## config.mk

```make
export PLATFORM = sky130hd
export DESIGN_NAME = code_point_to_utf8_encoder_core
export DESIGN_NICKNAME = d
export VERILOG_FILES = /design/src/rtl/utf8e_pkg.sv /design/src/rtl/utf8e_front.sv /design/src/rtl/utf8e_fifo.sv /design/src/rtl/utf8e_back.sv /design/src/rtl/code_point_to_utf8_encoder_core.sv
export SDC_FILE = /design/constraint.sdc
export NUM_CORES = 1
export LEC_CHECK = 0
export ABC_AREA = 1
export BUFFER_PORTS_ARGS = -buffer_cell sky130_fd_sc_hd__buf_2
export CORE_ASPECT_RATIO = 0.9
export CORE_MARGIN = 5
export CORE_UTILIZATION = 35
export CTS_CLUSTER_SIZE = 20
export DETAILED_ROUTE_END_ITERATION = 10
export SYNTH_ARGS = -nofsm -noshare
export SYNTH_HDL_FRONTEND = slang
export SYNTH_SLANG_ARGS = --single-unit
```

## constraint.sdc

```tcl
create_clock -name clock -period 8 [get_ports clock]
set_clock_uncertainty 0.05 [all_clocks]
set_input_delay 2.4 -clock clock [delete_from_list [all_inputs] [get_ports clock]]
set_output_delay 2.4 -clock clock [all_outputs]
set_load 0.1 [all_outputs]
```

## src/rtl/utf8e_pkg.sv

```systemverilog
package utf8e_pkg;

   // output budget, one byte always kept for the terminator
   localparam int BUFFER_BYTES = 256;
   localparam int CNT_W        = $clog2(BUFFER_BYTES);
   localparam int TOTAL_LEN_W  = 9;
   localparam int SUM_W        = (CNT_W + 1 > TOTAL_LEN_W) ? CNT_W + 1 : TOTAL_LEN_W;

   localparam int CP_W     = 31;
   localparam int SEQ_N_W  = 3;
   localparam int FIFO_DEPTH = 2;

   localparam logic FUNC_CODE_POINT = 1'b0;
   localparam logic FUNC_END        = 1'b1;

   // upper bounds of each sequence length
   localparam logic [CP_W-1:0] MAX_1_BYTE = 31'h0000_007F;
   localparam logic [CP_W-1:0] MAX_2_BYTE = 31'h0000_07FF;
   localparam logic [CP_W-1:0] MAX_3_BYTE = 31'h0000_FFFF;
   localparam logic [CP_W-1:0] MAX_4_BYTE = 31'h001F_FFFF;
   localparam logic [CP_W-1:0] MAX_5_BYTE = 31'h03FF_FFFF;

   localparam logic [7:0] LEAD_MARK_2 = 8'hC0;
   localparam logic [7:0] LEAD_MARK_3 = 8'hE0;
   localparam logic [7:0] LEAD_MARK_4 = 8'hF0;
   localparam logic [7:0] LEAD_MARK_5 = 8'hF8;
   localparam logic [7:0] LEAD_MARK_6 = 8'hFC;
   localparam logic [7:0] CONT_MARK   = 8'h80;
   localparam logic [7:0] CONT_MASK   = 8'h3F;

   typedef struct packed {
      logic            func;
      logic [CP_W-1:0] code_point;
   } req_type;

   typedef struct packed {
      logic [7:0]             out_byte;
      logic                   byte_valid;
      logic                   seq_last;
      logic                   overflow;
      logic [TOTAL_LEN_W-1:0] total_length;
   } rsp_type;

   // one classified transaction waiting for the serializer
   typedef struct packed {
      logic                   is_end;
      logic                   overflow;
      logic [TOTAL_LEN_W-1:0] total_length;
      logic [SEQ_N_W-1:0]     seq_n;
      logic [CP_W-1:0]        code_point;
   } job_type;

   typedef struct packed {
      logic full;
      logic empty;
   } fifo_status_type;

endpackage

```

## src/rtl/utf8e_front.sv

```systemverilog
module utf8e_front (
   input  logic                       clock,
   input  logic                       reset,
   input  logic                       req_valid,
   output logic                       req_stall,
   input  utf8e_pkg::req_type         req_data,
   input  utf8e_pkg::fifo_status_type fifo_status,
   output logic                       push,
   output utf8e_pkg::job_type         push_job
);

   logic [utf8e_pkg::CNT_W-1:0]   bytes_written_ff, bytes_written_in;
   logic                          overflowed_ff, overflowed_in;
   logic                          accept;
   logic [utf8e_pkg::SEQ_N_W-1:0] seq_n;
   logic [utf8e_pkg::SUM_W-1:0]   sum_seq;
   logic [utf8e_pkg::SUM_W-1:0]   sum_need;
   logic [utf8e_pkg::SUM_W-1:0]   sum_term;
   logic                          over_budget;

   assign req_stall = fifo_status.full;
   assign accept    = req_valid && !req_stall;

   always_comb begin
      if (req_data.code_point <= utf8e_pkg::MAX_1_BYTE) begin
         seq_n = 3'd1;
      end else if (req_data.code_point <= utf8e_pkg::MAX_2_BYTE) begin
         seq_n = 3'd2;
      end else if (req_data.code_point <= utf8e_pkg::MAX_3_BYTE) begin
         seq_n = 3'd3;
      end else if (req_data.code_point <= utf8e_pkg::MAX_4_BYTE) begin
         seq_n = 3'd4;
      end else if (req_data.code_point <= utf8e_pkg::MAX_5_BYTE) begin
         seq_n = 3'd5;
      end else begin
         seq_n = 3'd6;
      end
   end

   assign sum_seq     = utf8e_pkg::SUM_W'(bytes_written_ff) + utf8e_pkg::SUM_W'(seq_n);
   assign sum_need    = sum_seq + utf8e_pkg::SUM_W'(1);
   assign sum_term    = utf8e_pkg::SUM_W'(bytes_written_ff) + utf8e_pkg::SUM_W'(1);
   assign over_budget = sum_need > utf8e_pkg::SUM_W'(utf8e_pkg::BUFFER_BYTES);

   always_comb begin
      bytes_written_in      = bytes_written_ff;
      overflowed_in         = overflowed_ff;
      push                  = 1'b0;
      push_job.is_end       = 1'b0;
      push_job.overflow     = 1'b0;
      push_job.total_length = '0;
      push_job.seq_n        = seq_n;
      push_job.code_point   = req_data.code_point;
      if (accept) begin
         if (req_data.func == utf8e_pkg::FUNC_END) begin
            push            = 1'b1;
            push_job.is_end = 1'b1;
            if (overflowed_ff) begin
               push_job.overflow = 1'b1;
            end else begin
               push_job.total_length = sum_term[utf8e_pkg::TOTAL_LEN_W-1:0];
            end
            bytes_written_in = '0;
            overflowed_in    = 1'b0;
         end else if (!overflowed_ff) begin
            if (over_budget) begin
               overflowed_in = 1'b1;
            end else begin
               push             = 1'b1;
               bytes_written_in = sum_seq[utf8e_pkg::CNT_W-1:0];
            end
         end
      end
   end

   always_ff @(posedge clock) begin
      if (reset) begin
         bytes_written_ff <= '0;
         overflowed_ff    <= 1'b0;
      end else begin
         bytes_written_ff <= bytes_written_in;
         overflowed_ff    <= overflowed_in;
      end
   end

endmodule

```

## src/rtl/utf8e_fifo.sv

```systemverilog
module utf8e_fifo (
   input  logic                       clock,
   input  logic                       reset,
   input  logic                       push,
   input  utf8e_pkg::job_type         push_job,
   input  logic                       pop,
   output utf8e_pkg::job_type         head_job,
   output utf8e_pkg::fifo_status_type fifo_status
);

   localparam int PTR_W = $clog2(utf8e_pkg::FIFO_DEPTH);
   localparam int CNT_W = $clog2(utf8e_pkg::FIFO_DEPTH + 1);

   utf8e_pkg::job_type entry_ff [utf8e_pkg::FIFO_DEPTH];
   logic [PTR_W-1:0]   wr_ptr_ff, wr_ptr_in;
   logic [PTR_W-1:0]   rd_ptr_ff, rd_ptr_in;
   logic [CNT_W-1:0]   count_ff, count_in;
   logic               do_push, do_pop;

   assign fifo_status.full  = count_ff == CNT_W'(utf8e_pkg::FIFO_DEPTH);
   assign fifo_status.empty = count_ff == '0;
   assign do_push = push && !fifo_status.full;
   assign do_pop  = pop && !fifo_status.empty;
   assign head_job = entry_ff[rd_ptr_ff];

   always_comb begin
      wr_ptr_in = wr_ptr_ff;
      rd_ptr_in = rd_ptr_ff;
      count_in  = count_ff;
      if (do_push) begin
         wr_ptr_in = (wr_ptr_ff == PTR_W'(utf8e_pkg::FIFO_DEPTH - 1)) ? '0 : wr_ptr_ff + 1'b1;
      end
      if (do_pop) begin
         rd_ptr_in = (rd_ptr_ff == PTR_W'(utf8e_pkg::FIFO_DEPTH - 1)) ? '0 : rd_ptr_ff + 1'b1;
      end
      if (do_push && !do_pop) begin
         count_in = count_ff + 1'b1;
      end else if (do_pop && !do_push) begin
         count_in = count_ff - 1'b1;
      end
   end

   always_ff @(posedge clock) begin
      if (reset) begin
         wr_ptr_ff <= '0;
         rd_ptr_ff <= '0;
         count_ff  <= '0;
      end else begin
         wr_ptr_ff <= wr_ptr_in;
         rd_ptr_ff <= rd_ptr_in;
         count_ff  <= count_in;
      end
   end

   always_ff @(posedge clock) begin
      if (do_push) begin
         entry_ff[wr_ptr_ff] <= push_job;
      end
   end

endmodule

```

## src/rtl/utf8e_back.sv

```systemverilog
module utf8e_back (
   input  logic                       clock,
   input  logic                       reset,
   input  utf8e_pkg::job_type         head_job,
   input  utf8e_pkg::fifo_status_type fifo_status,
   output logic                       pop,
   output logic                       rsp_valid,
   input  logic                       rsp_stall,
   output utf8e_pkg::rsp_type         rsp_data
);

   logic [utf8e_pkg::SEQ_N_W-1:0] k_ff, k_in;
   logic                          rsp_valid_ff, rsp_valid_in;
   utf8e_pkg::rsp_type            rsp_data_ff, rsp_data_in;
   logic                          out_free, emit, last_byte;
   logic [utf8e_pkg::SEQ_N_W-1:0] r;
   logic [5:0]                    group;
   logic [7:0]                    lead;
   logic [utf8e_pkg::CP_W-1:0]    cp;

   assign cp        = head_job.code_point;
   assign out_free  = !rsp_valid_ff || !rsp_stall;
   assign emit      = out_free && !fifo_status.empty;
   assign last_byte = head_job.is_end || (k_ff == head_job.seq_n - 3'd1);
   assign pop       = emit && last_byte;
   // six-bit group index counted from the low end
   assign r         = head_job.seq_n - 3'd1 - k_ff;

   always_comb begin
      case (r)
         3'd0:    group = cp[5:0];
         3'd1:    group = cp[11:6];
         3'd2:    group = cp[17:12];
         3'd3:    group = cp[23:18];
         3'd4:    group = cp[29:24];
         default: group = 6'd0;
      endcase
   end

   always_comb begin
      case (head_job.seq_n)
         3'd1:    lead = {1'b0, cp[6:0]};
         3'd2:    lead = utf8e_pkg::LEAD_MARK_2 | {3'b000, cp[10:6]};
         3'd3:    lead = utf8e_pkg::LEAD_MARK_3 | {4'b0000, cp[15:12]};
         3'd4:    lead = utf8e_pkg::LEAD_MARK_4 | {5'b00000, cp[20:18]};
         3'd5:    lead = utf8e_pkg::LEAD_MARK_5 | {6'b000000, cp[25:24]};
         default: lead = utf8e_pkg::LEAD_MARK_6 | {7'b0000000, cp[30]};
      endcase
   end

   always_comb begin
      rsp_data_in = rsp_data_ff;
      if (head_job.is_end) begin
         rsp_data_in.out_byte     = 8'h00;
         rsp_data_in.byte_valid   = !head_job.overflow;
         rsp_data_in.seq_last     = 1'b1;
         rsp_data_in.overflow     = head_job.overflow;
         rsp_data_in.total_length = head_job.total_length;
      end else begin
         rsp_data_in.out_byte     = (k_ff == '0) ? lead
                                    : (utf8e_pkg::CONT_MARK | ({2'b00, group} &
                                       utf8e_pkg::CONT_MASK));
         rsp_data_in.byte_valid   = 1'b1;
         rsp_data_in.seq_last     = last_byte;
         rsp_data_in.overflow     = 1'b0;
         rsp_data_in.total_length = '0;
      end
   end

   always_comb begin
      k_in         = k_ff;
      rsp_valid_in = rsp_valid_ff && rsp_stall;
      if (emit) begin
         rsp_valid_in = 1'b1;
         k_in         = last_byte ? '0 : k_ff + 3'd1;
      end
   end

   always_ff @(posedge clock) begin
      if (reset) begin
         k_ff         <= '0;
         rsp_valid_ff <= 1'b0;
      end else begin
         k_ff         <= k_in;
         rsp_valid_ff <= rsp_valid_in;
      end
   end

   always_ff @(posedge clock) begin
      if (emit) begin
         rsp_data_ff <= rsp_data_in;
      end
   end

   assign rsp_valid = rsp_valid_ff;
   assign rsp_data  = rsp_data_ff;

endmodule

```

## src/rtl/code_point_to_utf8_encoder_core.sv

```systemverilog
// channel  direction  handshake            payload
// req      in         req_valid/req_stall  req_data (func, code_point)
// rsp      out        rsp_valid/rsp_stall  rsp_data (byte, flags, total length)
//
// a transaction is taken every cycle while the two-entry job queue has room
// the serializer emits one byte per cycle unless rsp_stall holds it, so the sustained rate
// is one output byte per cycle; a first byte passes the job queue and then the output register
// a code point after overflow, or one that overflows, gives no output and is not queued
// reset clears the byte count, the overflow flag, the queue and the output valid flag
// rsp_stall holds the output register; req_stall rises only when the queue is full
module code_point_to_utf8_encoder_core (
   input  logic                clock,
   input  logic                reset,
   input  logic                req_valid,
   output logic                req_stall,
   input  utf8e_pkg::req_type  req_data,
   output logic                rsp_valid,
   input  logic                rsp_stall,
   output utf8e_pkg::rsp_type  rsp_data
);

   utf8e_pkg::fifo_status_type fifo_status;
   utf8e_pkg::job_type         push_job;
   utf8e_pkg::job_type         head_job;
   logic                       push;
   logic                       pop;

   utf8e_front u_front (
      .clock       (clock),
      .reset       (reset),
      .req_valid   (req_valid),
      .req_stall   (req_stall),
      .req_data    (req_data),
      .fifo_status (fifo_status),
      .push        (push),
      .push_job    (push_job)
   );

   utf8e_fifo u_fifo (
      .clock       (clock),
      .reset       (reset),
      .push        (push),
      .push_job    (push_job),
      .pop         (pop),
      .head_job    (head_job),
      .fifo_status (fifo_status)
   );

   utf8e_back u_back (
      .clock       (clock),
      .reset       (reset),
      .head_job    (head_job),
      .fifo_status (fifo_status),
      .pop         (pop),
      .rsp_valid   (rsp_valid),
      .rsp_stall   (rsp_stall),
      .rsp_data    (rsp_data)
   );

endmodule
```

==> results by group <==
Clock tree
  • Root buf cell: clkbuf_16
  • Clk sinks: 128
  • CTS tree: built
  • # Post-CTS Setup Buffers: 0
  • Clock transition at path regs: 0.06 ns
  • Htree depth: 4
  • Clock tree buffer depth: 2
  • Worst-Skew Late Latency: just over 0.4 ns
  • CTS Buf Count: 17
  • Post-CTS Hold Fix Bufs: 0
  • Cts repair resizes: 0

Timing
  • Max Fclk: 167.1 MHz
  • Final setup fails: 0
  • Worst Tran Pin Value: 0.8623 ns
  • Final slew viol count: 0
  • RSZ-0062 raised after global routing: no
  • Crit share post-route: 74.79%
  • Slew Limit Headroom: 42.45%
  • Final Critical Period: 5.983 ns
  • Worst hold slack: 0.4235 ns
  • Final Hold Viols: 0
  • Setup TNS: 0 ns

Placement
  • Port-buffer cells: 57
  • Global placement routability congestion: 0.9234
  • DPL Wire Length: 9.685 mm
  • Inst Count DP: 851

Floorplan
  • Site Rows: 45
  • Core region area: 0.01672 mm²
  • IO Pins: 58
  • DIE WIDTH: ~150 µm
  • Die span in y: 133.1 µm
  • Initial Utilization: between 30% and 40%
  • Die footprint: 0.01952 mm²

Yosys
  • Syn Area/Cell: about 10 µm²
  • Register bit total from synthesis: 128
  • Cell variety after synth: 33
  • Sequential area share after synthesis: between 60% and 70%
  • Asr flop ratio synth: 0%
  • Syn. warnings: 0
  • Mapped cell area: roughly 0.006 mm²
  • Post-synth EDFFs: 110
  • Ys flop type: edfxtp_1
  • Nets in the synthesized netlist: 646
  • Gate count of the mapped netlist: 594

Route
  • Drt initial violations: 433
  • Post-DR vias/cell: 4.898
  • Initial DRT Pass Iterations: 5
  • Drc violations: 0
  • Routed vias: 4325
  • Total wire length: 13.77 mm
  • Antenna viol nets, final: 0
  • Wire per inst: ~16 µm

GRT
  • Vias in the first global route: 4083
  • GRT Total Usage: 14.43%
  • First-pass GRT wire length: roughly 22 mm
  • Largest net degree at the start of global routing: 50
  • GRT Residual Overflow: 0
  • Initial antenna violation count: 0

Worst setup path
  • R2R depth: 14
  • Slowest stage delay, CP: ~0.51 ns
  • Critical path arrival: ~6 ns
  • CP max stage cell: nor2_4
  • CP Capture Type: register
  • FF-to-FF setup slack: 4.10 ns
  • Crit Path Class: primary input to register
  • CP max FO: 26
  • Critical Path RT: between 8 and 9 ns
  • Crit path launch type: primary input
  • Crit path cell chain: buf_2 -> nor3_1 -> nand3_1 -> nand3b_1 -> nand3b_1 -> nand3_1 -> o21ai_0 -> ha_1 -> fa_1 -> nand2_1 -> inv_1 -> o21ai_2 -> nor2_1 -> nand3_1 -> nand2_1 -> nand2_1 -> inv_1 -> nor2_4 -> buf_4
  • Top Family by Delay on Critical Path: simple AND/OR/NAND/NOR gates
  • Critical path buffers and inverters: 4
  • FF-to-FF End: u_back.rsp_data[16]$_SDFFCE_PP0P_

Layout
  • Most frequent cells in the layout: nand2_1, edfxtp_1, buf_2, inv_1, nand3_1
  • Synthesis-to-layout area growth: 19.74%
  • Diode count: 0
  • Finished Core Util: about 42%
  • Non-filler cells in the finished layout: 883
  • Share of layout cells above drive strength 1: 16.07%
  • Fin nets: between 700 and 800
  • Commonest non-fill, non-tap cell in the layout: nand2_1

Pwr
  • Pleak: just over 3 nW
  • Pwr Total: between 3 and 4 mW
  • Cell Pwr Density: 433.4 mW/mm²
  • Worst vdd rail ir drop: around 0.18 mV

Worst hold path
  • Worst Hold Path EP: u_fifo.rd_ptr_ff$_SDFFE_PP0P_
  • Hold path depth: 2
  • Hold path startpoint: u_fifo.rd_ptr_ff$_SDFFE_PP0P_
  • HP Class: register to register

Outcome
  • Outcome: finished clean

Run
  • Max Cap Viol: 0
==> cells in the mapped netlist (all sizes together), types with 6 or more instances <==
master  count  area (µm²)
nand2     204       788.3
edfxtp    110        3303
inv        58       217.7
nand3      57       290.3
nor2       37       141.4
o21ai      23       122.6
dfxtp      18       360.4
ha         14       175.2
a21oi      11       55.05
nor3        9       45.04
buf         8       52.55
xor2        7       61.31
clkbuf      6       22.52
o21bai      6       45.04
==> cells by family (layout without fill, tap and decap cells) <==
family | Yosys count | in the layout | synth area share [%]
and+or+nand+nor | 315 | 315 | 22.37
DFF | 128 | 128 | 62.21
AOI/OAI and AO/OA | 55 | 55 | 5.587
adders and majority gates | 16 | 16 | 3.654
muxes | 1 | 1 | 0.1700
buffers and inverters | 72 | 150 | 4.971
xor gates and xnor gates | 7 | 7 | 1.041
==> metrics by stage <==
step | setup slack (ns) | area, µm²
floorplan | 1.125 | 5889
global placement | 1.682 | 6401
detailed placement | 1.551 | 6401
CTS | 1.980 | 7052
global route | 1.715 | 7052
finish | 2.017 | 7052
==> area by class of cell <==
class | instances | area [µm²]
Fill cell | 1581 | 9671
Inverter | 58 | 217.7
Multi-Input combinational cell | 394 | 1948
Sequential cell | 128 | 3664
Timing Repair Buffer | 60 | 307.8
Clock buffer | 19 | 442.9
Clock inverter | 13 | 207.7
Tap cell | 211 | 264.0
==> power breakdown <==
group	leakage, nW	switching [mW]	total [mW]	internal (mW)
Combinational	1.53	1.00	1.23	0.229
Sequential	1.18	0.0437	0.976	0.932
Clock	0.318	0.285	0.848	0.563
Total	3.03	1.33	3.06	1.72
==> metal layers <==
layer	share of wire, %	vias to the layer above	global-route usage [%]
met4	1.1	0	4.754
met5	0	-	0
li1	-	2129	-
met3	6.5	12	3.562
met2	45	144	21.83
met1	48	2040	20.36
==> how the worst max path moves through the flow <==
stage | from | end | slack (ns) | depth (start not counted)
6_report | req_data[17] | u_fifo.entry_ff[1][40]$_DFFE_PP_ | 2.02 | 19
5_1_grt | req_data[22] | u_fifo.entry_ff[1][42]$_DFFE_PP_ | 1.72 | 19
4_1_cts | req_data[17] | u_fifo.entry_ff[1][40]$_DFFE_PP_ | 1.98 | 19
2_1_floorplan | req_data[17] | u_fifo.entry_ff[1][0]$_DFFE_PP_ | 1.12 | 17
3_5_place_dp | req_data[17] | u_fifo.entry_ff[1][40]$_DFFE_PP_ | 1.55 | 19
3_3_place_gp | req_data[17] | u_fifo.entry_ff[1][43]$_DFFE_PP_ | 1.68 | 19
==> state kept, by name, indices dropped and copies added, names as in the netlist, named ones only <==
register,count
u_fifo.entry_ff,90
u_back.rsp_data,20
u_front.bytes_written_ff,8
u_back.k_ff,3
u_fifo.count_ff,2
u_back.rsp_valid,1
u_fifo.rd_ptr_ff,1
u_fifo.wr_ptr_ff,1
u_front.overflowed_ff,1
==> tightest hold or removal path, stage by stage, from the launching register on <==
cell	delay (ns)
dfxtp_1	0.30
inv_1	0.07
a21oi_1	0.06
Note: power is estimated with default switching activity, not from simulation.
